<file path="config.mk">
export PLATFORM = sky130hd
export DESIGN_NAME = rc4_stream_cipher_top
export DESIGN_NICKNAME = d
export VERILOG_FILES = /design/src/hw/rtl/rc4_pkg.sv /design/src/hw/rtl/rc4_perm_mem.sv /design/src/hw/rtl/rc4_stream_cipher_top.sv
export SDC_FILE = /design/constraint.sdc
export NUM_CORES = 2
export LEC_CHECK = 0
export ABC_AREA = 1
export BUFFER_PORTS_ARGS = -buffer_cell sky130_fd_sc_hd__buf_2
export CAP_MARGIN = 20
export CORE_MARGIN = 2
export CORE_UTILIZATION = 51
export CTS_CLUSTER_DIAMETER = 60
export DETAILED_ROUTE_END_ITERATION = 10
export PLACE_DENSITY = 0.66
export SYNTH_ARGS = -nofsm -noshare
export SYNTH_HDL_FRONTEND = slang
export SYNTH_SLANG_ARGS = --single-unit
</file>
<file path="constraint.sdc">
create_clock -name clk_i -period 12.3 [get_ports clk_i]
set_input_delay 0.615 -clock clk_i [delete_from_list [all_inputs] [get_ports clk_i]]
set_output_delay 0.615 -clock clk_i [all_outputs]
set_load 0.005 [all_outputs]
</file>
<file path="src/hw/rtl/rc4_pkg.sv">
// Shared types and constants for the RC4 stream cipher.
package rc4_pkg;

  localparam int PERM_SIZE     = 256;
  localparam int KEY_BYTES_DEF = 32;

  localparam logic FUNC_KEY  = 1'b0;
  localparam logic FUNC_DATA = 1'b1;

  typedef enum logic [3:0] {
    ST_IDLE,
    ST_KS_RD,
    ST_KS_SUM,
    ST_KS_WR_N,
    ST_KS_WR_ACC,
    ST_DT_RD_I,
    ST_DT_RD_J,
    ST_DT_WR_I,
    ST_DT_WR_J,
    ST_DT_OUT
  } state_e;

  typedef struct packed {
    logic       clr;
    logic       we;
    logic [7:0] waddr;
    logic [7:0] wdata;
    logic [7:0] raddr;
  } perm_req_t;

endpackage

</file>
<file path="src/hw/rtl/rc4_perm_mem.sv">
// Permutation table: write-first RAM with per-entry valid bits, unwritten entries read as their index.
module rc4_perm_mem (
  input  logic               clk_i,
  input  logic               rst_ni,
  input  rc4_pkg::perm_req_t req_i,
  output logic [7:0]         rdata_o
);

  logic [7:0]                   mem_q [rc4_pkg::PERM_SIZE];
  logic [rc4_pkg::PERM_SIZE-1:0] vld_q;
  logic [7:0]                   rdata_q;
  logic [7:0]                   raddr_q;
  logic                         rvld_q;
  logic                         hit;

  assign hit = req_i.we && (req_i.waddr == req_i.raddr);

  always_ff @(posedge clk_i) begin
    if (req_i.we) begin
      mem_q[req_i.waddr] <= req_i.wdata;
    end
    rdata_q <= hit ? req_i.wdata : mem_q[req_i.raddr];
    raddr_q <= req_i.raddr;
  end

  always_ff @(posedge clk_i or negedge rst_ni) begin
    if (!rst_ni) begin
      vld_q  <= '0;
      rvld_q <= 1'b0;
    end else begin
      rvld_q <= hit | vld_q[req_i.raddr];
      if (req_i.clr) begin
        vld_q <= '0;
      end else if (req_i.we) begin
        vld_q[req_i.waddr] <= 1'b1;
      end
    end
  end

  assign rdata_o = rvld_q ? rdata_q : raddr_q;

endmodule

</file>
<file path="src/hw/rtl/rc4_stream_cipher_top.sv">
// RC4 stream cipher top level: key buffer, sequencer and keystream datapath.
//
// Input channel (in_valid_i / in_ready_o) carries one word: func_i, byte_in_i, key_last_i.
// A key word (func_i = 0) is buffered; buffer overflow drops the byte. A key word with
// key_last_i set starts the key schedule over the permutation table.
// A data word (func_i = 1) returns one word on the output channel
// (out_valid_o / out_ready_i): byte_in_i XOR the next keystream byte.
// Sequencing, set by the one read port and one write port of the permutation RAM:
//   key word without key_last_i: taken in idle, no result.
//   key word with key_last_i: ST_KS_RD, then ST_KS_SUM, ST_KS_WR_N, ST_KS_WR_ACC for
//   each of the 256 table entries, no result.
//   data word: ST_DT_RD_I, ST_DT_RD_J, ST_DT_WR_I, ST_DT_WR_J, ST_DT_OUT; result registered.
// in_ready_o is high only while the sequencer is idle.
// Reset restores the identity permutation (valid bits cleared at once), clears both
// stream indices and empties the key buffer.
// A stalled receiver holds the result in the output register; the block keeps taking
// words until a second result is ready, then waits for the register to drain.
module rc4_stream_cipher_top #(
  parameter int KEY_BYTES = rc4_pkg::KEY_BYTES_DEF
) (
  input  logic       clk_i,
  input  logic       rst_ni,
  input  logic       in_valid_i,
  output logic       in_ready_o,
  input  logic       func_i,
  input  logic [7:0] byte_in_i,
  input  logic       key_last_i,
  output logic       out_valid_o,
  input  logic       out_ready_i,
  output logic [7:0] byte_out_o
);

  localparam int KW = (KEY_BYTES > 1) ? $clog2(KEY_BYTES) : 1;
  localparam int CW = $clog2(KEY_BYTES + 1);

  rc4_pkg::state_e    state_q, state_d;
  rc4_pkg::perm_req_t preq;
  logic [7:0]         rd;

  logic [7:0]  i_q, i_d, j_q, j_d, n_q, n_d, acc_q, acc_d;
  logic [7:0]  sa_q, sa_d, sb_q, sb_d, byte_q, byte_d;
  logic [KW-1:0] k_q, k_d, k_wrap, kaddr;
  logic [CW-1:0] cnt_q, cnt_d, len_q, len_d;
  logic        out_valid_q, out_valid_d;
  logic [7:0]  out_byte_q, out_byte_d;
  logic [7:0]  kmem_q [KEY_BYTES];
  logic [7:0]  krd_q;
  logic        in_acc, room, kwe, slot_free;
  logic [7:0]  acc_sum;

  assign in_acc    = in_valid_i && in_ready_o;
  assign room      = cnt_q < CW'(KEY_BYTES);
  assign kwe       = in_acc && (func_i == rc4_pkg::FUNC_KEY) && room;
  assign slot_free = !out_valid_q || out_ready_i;
  assign k_wrap    = ((CW'(k_q) + CW'(1)) == len_q) ? '0 : k_q + KW'(1);
  assign kaddr     = (state_q == rc4_pkg::ST_KS_WR_ACC) ? k_wrap : k_q;
  assign acc_sum   = acc_q + rd + krd_q;

  always_ff @(posedge clk_i) begin
    if (kwe) begin
      kmem_q[cnt_q[KW-1:0]] <= byte_in_i;
    end
    krd_q <= kmem_q[kaddr];
  end

  rc4_perm_mem u_perm (
    .clk_i  (clk_i),
    .rst_ni (rst_ni),
    .req_i  (preq),
    .rdata_o(rd)
  );

  always_comb begin
    state_d = state_q;
    case (state_q)
      rc4_pkg::ST_IDLE: begin
        if (in_acc) begin
          if (func_i == rc4_pkg::FUNC_DATA) begin
            state_d = rc4_pkg::ST_DT_RD_I;
          end else if (key_last_i) begin
            state_d = rc4_pkg::ST_KS_RD;
          end
        end
      end
      rc4_pkg::ST_KS_RD:     state_d = rc4_pkg::ST_KS_SUM;
      rc4_pkg::ST_KS_SUM:    state_d = rc4_pkg::ST_KS_WR_N;
      rc4_pkg::ST_KS_WR_N:   state_d = rc4_pkg::ST_KS_WR_ACC;
      rc4_pkg::ST_KS_WR_ACC: begin
        state_d = (n_q == 8'hFF) ? rc4_pkg::ST_IDLE : rc4_pkg::ST_KS_SUM;
      end
      rc4_pkg::ST_DT_RD_I:   state_d = rc4_pkg::ST_DT_RD_J;
      rc4_pkg::ST_DT_RD_J:   state_d = rc4_pkg::ST_DT_WR_I;
      rc4_pkg::ST_DT_WR_I:   state_d = rc4_pkg::ST_DT_WR_J;
      rc4_pkg::ST_DT_WR_J:   state_d = rc4_pkg::ST_DT_OUT;
      rc4_pkg::ST_DT_OUT: begin
        if (slot_free) begin
          state_d = rc4_pkg::ST_IDLE;
        end
      end
      default: state_d = rc4_pkg::ST_IDLE;
    endcase
  end

  always_comb begin
    preq        = '0;
    i_d         = i_q;
    j_d         = j_q;
    n_d         = n_q;
    k_d         = k_q;
    acc_d       = acc_q;
    sa_d        = sa_q;
    sb_d        = sb_q;
    byte_d      = byte_q;
    cnt_d       = cnt_q;
    len_d       = len_q;
    out_valid_d = out_valid_q && !out_ready_i;
    out_byte_d  = out_byte_q;
    in_ready_o  = 1'b0;
    case (state_q)
      rc4_pkg::ST_IDLE: begin
        in_ready_o = 1'b1;
        if (in_acc) begin
          byte_d = byte_in_i;
          if (func_i == rc4_pkg::FUNC_KEY) begin
            if (key_last_i) begin
              len_d    = room ? cnt_q + CW'(1) : cnt_q;
              cnt_d    = '0;
              preq.clr = 1'b1;
              n_d      = '0;
              k_d      = '0;
              acc_d    = '0;
            end else if (room) begin
              cnt_d = cnt_q + CW'(1);
            end
          end
        end
      end
      rc4_pkg::ST_KS_RD: begin
        preq.raddr = n_q;
      end
      rc4_pkg::ST_KS_SUM: begin
        sa_d       = rd;
        acc_d      = acc_sum;
        preq.raddr = acc_sum;
      end
      rc4_pkg::ST_KS_WR_N: begin
        preq.we    = 1'b1;
        preq.waddr = n_q;
        preq.wdata = rd;
      end
      rc4_pkg::ST_KS_WR_ACC: begin
        preq.we    = 1'b1;
        preq.waddr = acc_q;
        preq.wdata = sa_q;
        preq.raddr = n_q + 8'd1;
        n_d        = n_q + 8'd1;
        k_d        = k_wrap;
        if (n_q == 8'hFF) begin
          i_d = '0;
          j_d = '0;
        end
      end
      rc4_pkg::ST_DT_RD_I: begin
        preq.raddr = i_q + 8'd1;
        i_d        = i_q + 8'd1;
      end
      rc4_pkg::ST_DT_RD_J: begin
        sa_d       = rd;
        j_d        = j_q + rd;
        preq.raddr = j_q + rd;
      end
      rc4_pkg::ST_DT_WR_I: begin
        sb_d       = rd;
        preq.we    = 1'b1;
        preq.waddr = i_q;
        preq.wdata = rd;
      end
      rc4_pkg::ST_DT_WR_J: begin
        preq.we    = 1'b1;
        preq.waddr = j_q;
        preq.wdata = sa_q;
        preq.raddr = sa_q + sb_q;
      end
      rc4_pkg::ST_DT_OUT: begin
        preq.raddr = sa_q + sb_q;
        if (slot_free) begin
          out_valid_d = 1'b1;
          out_byte_d  = byte_q ^ rd;
        end
      end
      default: begin
      end
    endcase
  end

  always_ff @(posedge clk_i or negedge rst_ni) begin
    if (!rst_ni) begin
      state_q     <= rc4_pkg::ST_IDLE;
      i_q         <= '0;
      j_q         <= '0;
      n_q         <= '0;
      k_q         <= '0;
      acc_q       <= '0;
      cnt_q       <= '0;
      len_q       <= '0;
      out_valid_q <= 1'b0;
    end else begin
      state_q     <= state_d;
      i_q         <= i_d;
      j_q         <= j_d;
      n_q         <= n_d;
      k_q         <= k_d;
      acc_q       <= acc_d;
      cnt_q       <= cnt_d;
      len_q       <= len_d;
      out_valid_q <= out_valid_d;
    end
  end

  always_ff @(posedge clk_i) begin
    sa_q       <= sa_d;
    sb_q       <= sb_d;
    byte_q     <= byte_d;
    out_byte_q <= out_byte_d;
  end

  assign out_valid_o = out_valid_q;
  assign byte_out_o  = out_byte_q;

endmodule
</file>
# == After elaboration in Yosys (flattened, before gate mapping) ==
# Memories as Yosys holds them, arrays and structs flattened. A register that Yosys moved wholly into a read port is not among the register bits.
# Cells that the tools add are included.
# totals
latch_bits,0
register_bits,351
wordCells,121
n_memories,2
out_inout_bits,10
romBits,0
in_bits,14
mem_bits_rw,2304
# memory_table
memory,depth,width,read_ports,rd_clocked_by_memory_dff,write_ports,line,text
u_perm.mem_q,256,8,1,1,1,rc4_perm_mem.sv:9,logic [7:0] mem_q [rc4_pkg::PERM_SIZE];
kmem_q,32,8,1,1,1,rc4_stream_cipher_top.sv:46,logic [7:0] kmem_q [KEY_BYTES];
# op_classes
n_lt_le_gt_ge,4
muxes,42
n_mul,0
bitwise,4
div,0
shift,0
n_addsub,9
eq_ne,18
reduce_logical,26
# ops
operator,n
256-bit 2-to-1 mux,2
256-bit bitwise OR,1
17-bit one-hot mux with 4 select lines,1
8-bit one-hot mux with 2 select lines,4
8-bit one-hot mux with 6 select lines,1
8-bit 2-to-1 mux,5
4-bit one-hot mux with 10 select lines,1
8-bit adder,4
5-bit 2-to-1 mux,5
8-bit by 9-bit less-than comparator with 1-bit output (second input constant),2
8-bit by 1-bit adder with 8-bit output (second input constant),2
4-bit by 3-bit equality test with 1-bit output (second input constant),4
4-bit 2-to-1 mux,4
1-bit 2-to-1 mux,13
6-bit 2-to-1 mux,2
4-bit AND reduction,3
5-bit one-hot mux with 2 select lines,1
2-bit nonzero test,5
1-bit binary-select mux with 8-bit select,1
1-bit demux with 8-bit select,1
4-bit by 2-bit equality test with 1-bit output (second input constant),2
4-bit equality test (second input constant),2
8-bit equality test,1
8-bit equality test (second input constant),1
21 further kinds,35

# == Depth between registers and ports, before layout ==
# depth
ltp_word,9
depth_mapped,35
ltp_nobuf,30

# == By module ==
# Synthesis repeated with hierarchy kept, for this count alone.
# unflattened
cells_unflattened,10341
hier_area_um2,111618.3
# by_module_without_submodules
mod,cells_per_inst,seq_area_each_um2,area_each_um2,n_inst
rc4_perm_mem,8649,68090.3,94981.1,1
rc4_stream_cipher_top,1692,10159.7,16637.2,1

# == Worst setup path after synthesis ==
# OpenSTA, ideal clock, no wires.
# synth_path
path_kind,register to register
startpoint,reg u_perm.raddr_q[0] (netlist name)
endpoint,"mem u_perm.mem_q[0][6], data pin"
period_less_slack_ps,9690
setup_time_ps,1455
n_path_buf,5
setup_slack_ps,2610
path_stages_with_launch,15
t_arrival_ps,8235
required_time_ps,10845
path_cell_list,dfxtp_1 > buf_4 > inv_2 > buf_4 > buf_4 > buf_4 > buf_2 > nor2_1 > o211ai_1 > nand3_1 > a21oi_1 > nor3_1 > o31ai_1 > nand2_1 > o21ai_1
# synth_lines
item,line
to (decl),rc4_perm_mem.sv:9

# == Worst setup path after layout ==
# layout_path
startpoint,reg u_perm.raddr_q[1]
endpoint,reg u_perm.rvld_q
# layout_via
elab_chain_cells,7
word_cells_on_any_way,10
classes_between,add/sub (3); eq/ne (1); mux (4); bitwise (1); reduce/logical (1)
# layout_rtl
item,line,text
from (decl),rc4_perm_mem.sv:12,logic [7:0] raddr_q;
from (signal assigned),rc4_perm_mem.sv:23,raddr_q <= req_i.raddr;
8-bit 2-to-1 mux *,rc4_perm_mem.sv:40,assign rdata_o = rvld_q ? rdata_q : raddr_q;
named net rd[1],rc4_stream_cipher_top.sv:38,logic [7:0] rd;
8-bit adder (2 in a row),rc4_stream_cipher_top.sv:57,assign acc_sum = acc_q + rd + krd_q;
8-bit one-hot mux with 6 select lines *,rc4_stream_cipher_top.sv:119,case (state_q)
1-bit binary-select mux with 8-bit select / 8-bit equality test (equally long branches),"rc4_perm_mem.sv:31, rc4_perm_mem.sv:16",
1-bit 2-to-1 mux (implied by the code) / 1-bit logical AND (equally long branches),"rc4_perm_mem.sv:31, rc4_perm_mem.sv:16",
1-bit bitwise OR *,rc4_perm_mem.sv:31,rvld_q <= hit | vld_q[req_i.raddr];
to (signal assigned),rc4_perm_mem.sv:31,
to (decl),rc4_perm_mem.sv:13,logic rvld_q;
# Mark *: on every way through the listed nets, which the timed path passes. The rest lies on a longest branch. The select of a mux whose other input is x is not followed.
# A chain may end at the register's enable or synchronous reset.

==> reports/results.txt <==
Status - finished clean
Via/cell ratio - 6.10
Final ANT Viol Nets - 0
Die footprint - 220000 um2
Min Tclk post-route - 8.54 ns
CTS Sinks - 2663
Clk Latency, worst-skew pair - 0.96 ns
CP Class - flip-flop to flip-flop
Final slew viol count - 0
Power share of the sequential group - 38.4%
Tcrit/Tclk final - 69.4%
Hpwl dp - 173 mm
Synth Cell Area - 110000 um2
Setup TNS - 0 ns
Wire per inst - 24.8 um
IO Port Bufs - 23
DRT Pass-1 Iters - 7
Ys async rst share - 11.7%
PwrDens - 257 nW/um2
Final WL - 308 mm
Place WS - 4.06 ns
Via count - 76000
Max VDD drop - 0.276 mV
Synth unique cells - 48
DRC viols - 0
CTS tree - yes
FF+latch count, synth - 2663
# fillers - 17400
Unrepaired setup endpoints after global routing - no
Synth Flop Type - edfxtp_1
Most used cell, CP - nand3_1
Total global-route track usage - 27.8%
Root buffer cell - clkbuf_16
Max Cap Violations - 0
Reg clk slew, reported paths - 0.06 ns
Mean Syn Cell Area - 11.5 um2
Clock Skews - 0.0830 ns
Final net count - 9460
Core area - 215000 um2
CTS buffer count - 294
Row cnt - 170
Area Growth Syn to Fin - 10.3%
Htree depth - 5
Crit Path Max Fanout - 70
Initial antenna violation count - 4
Post-Syn Nets - 9627
Largest net degree at the start of global routing - 221
Grt ovf - 0
Grt met2 use - 42.1%
Die X - 469 um
Worst Setup Start Kind - flip-flop
Met1 Track Usage GR - 39.6%
Setup crit end kind - flip-flop
WP data arrival - 9.38 ns
Cells after synthesis - 9576
Clock tree buffer depth - 4
Leakage Power - 43.3 nW
Starting Density - 51.3%
FMAX - 117 MHz
I/O pins - 24
Hold Crit Class - input port to flip-flop
Worst slew pin tran - 1.19 ns
Max incr delay on CP - 0.82 ns
Gr busiest metal - met2
Setup Viol. Count Final - 0
Die Y-Extent - 469 um
Initial DRC Count - 10200
Yosys warns - 0
RD Place Congestion - 0.916
Commonest non-fill, non-tap cell in the layout - edfxtp_1
Seq/Total Area, Yosys - 71.0%
Commonest cells after routing, fill and taps aside - edfxtp_1 (2336), nor2_1 (1827), nand2_1 (1229)
CP max stage cell - dfxtp_4
Routing usage on met3 - 6.00%
NetSw - 12.0 mW
Vias in the first global route - 72100
CP required - 13.14 ns
Comb power frac - 35.0%
Internal power - 19.2 mW
Share of layout cells above drive strength 1 - 6.21%
Post-synth EDFFs - 2336
First-pass GRT wire length - 461 mm
Sw Share - 38.6%
Slew headroom - 20.5%
Worst hold margin - 0.0507 ns
Final hold violations - 0
# resized after CTS - 0
Clk pwr share - 26.7%
Final WS setup - 3.76 ns
[synth_stat cells (all sizes together), types with 3 or more instances]
| library cell | instances | area share (%) |
|---|---|---|
| o221ai | 111 | 0.88 |
| a21oi | 33 | 0.16 |
| or2 | 3 | 0.017 |
| fa | 10 | 0.18 |
| nor4 | 3 | 0.017 |
| inv | 401 | 1.4 |
| dfxtp | 16 | 0.29 |
| dfrtp | 311 | 7.1 |
| nand2 | 1238 | 4.2 |
| and3 | 10 | 0.057 |
| buf | 330 | 1.6 |
| xor2 | 14 | 0.11 |
| nor2 | 1833 | 6.3 |
| o211ai | 114 | 0.78 |
| nor3 | 11 | 0.069 |
| a22o | 6 | 0.048 |
| o21ai | 966 | 4.4 |
| nand4 | 15 | 0.085 |
| edfxtp | 2336 | 64 |
| xnor2 | 9 | 0.072 |
| clkbuf | 288 | 0.98 |
| nand3 | 1063 | 4.9 |
| nand3b | 75 | 0.51 |
| ha | 27 | 0.31 |
| o22ai | 340 | 1.9 |
| clkinv | 4 | 0.014 |
[flip-flops by register name (all words and copies together), names as in the netlist, 6 cells and up]
name	count
u_perm.mem_q	2048
kmem_q	256
u_perm.vld_q	256
acc_q	8
byte_out_o	8
byte_q	8
i_q	8
j_q	8
krd_q	8
n_q	8
sa_q	8
sb_q	8
u_perm.raddr_q	8
cnt_q	6
len_q	6
[per-layer routing]
| layer | share of wire [%] | vias up |
|---|---|---|
| met2 | 45 | 4117 |
| li1 | - | 33600 |
| met5 | 0 | - |
| met4 | 3.7 | 0 |
| met1 | 40 | 37500 |
| met3 | 11 | 673 |
[power by group through the flow]
stage               combinational [mW]  clock (mW)  sequential (mW)
CTS                               10.7        8.38             12.0
detailed placement                10.6           0             12.1
floorplan                         6.88           0             12.3
finish                            10.9        8.32             12.0
global placement                  10.4           0             12.1
global route                      11.8        8.75             12.0
[layout make-up]
class                           count  area, um2  area share (%)
Inverter                          405       1550            1.27
Clock inverter                     92        806           0.663
Sequential cell                  2663      78300            64.4
Antenna cell                        4       10.0         0.00824
Timing Repair Buffer              155       1460            1.20
Clock buffer                      404       8130            6.69
Tap cell                         2838       3550            2.92
Multi-Input combinational cell   5890      27700            22.8
[through the flow]
| stage | cells | cell area, um2 | power, mW | util (%) |
|---|---|---|---|---|
| 2_1_floorplan | 9576 | 110000 | 19.1 | - |
| 3_3_place_gp | 11900 | 112000 | 22.5 | 52.3 |
| 3_5_place_dp | 11900 | 112000 | 22.7 | 52.3 |
| 4_1_cts | 12400 | 121000 | 31.0 | 56.5 |
| 5_1_grt | 12400 | 121000 | 32.6 | 56.6 |
| 6_report | 12500 | 121000 | 31.2 | 56.6 |
[final timing paths]
path,start,end,slack (ns),cells past startpoint
setup / recovery,u_perm.raddr_q[1],u_perm.rvld_q,3.76,30
hold / removal,func_i,state_q[2],0.05,3
setup reg to reg,u_perm.raddr_q[1],u_perm.rvld_q,3.76,30
hold reg to reg,u_perm.vld_q[0],u_perm.vld_q[0],0.49,1
max in group asynchronous,rst_ni,u_perm.vld_q[0],9.60,4
min in group asynchronous,rst_ni,u_perm.vld_q[212],0.27,2
[kinds of logic (layout without fill, tap and decap cells)]
family	after synthesis	after routing	share of synthesized area, %
flops	2663	2663	71.0
compound gates	1578	1578	8.24
xor+xnor	23	23	0.183
buf+inv	1023	1056	3.94
simple gates	4252	4252	16.1
fa+ha+maj	37	37	0.488
other cells	0	4	0
[repair_timing]
action                    CTS  global route
hold buffers                3             0
buffers inserted            0             0
hold endpoints to repair  106             0
[critical path, delay by kind of cell, from the launching register on]
family	cells	cell delay (ns)
and+or+nand+nor	18	2.87
buffers and inverters	5	2.64
adders and majority gates	3	1.17
DFF	1	0.82
AOI/OAI and AO/OA	4	0.69
No activity file was read; power rests on OpenSTA's default activity.
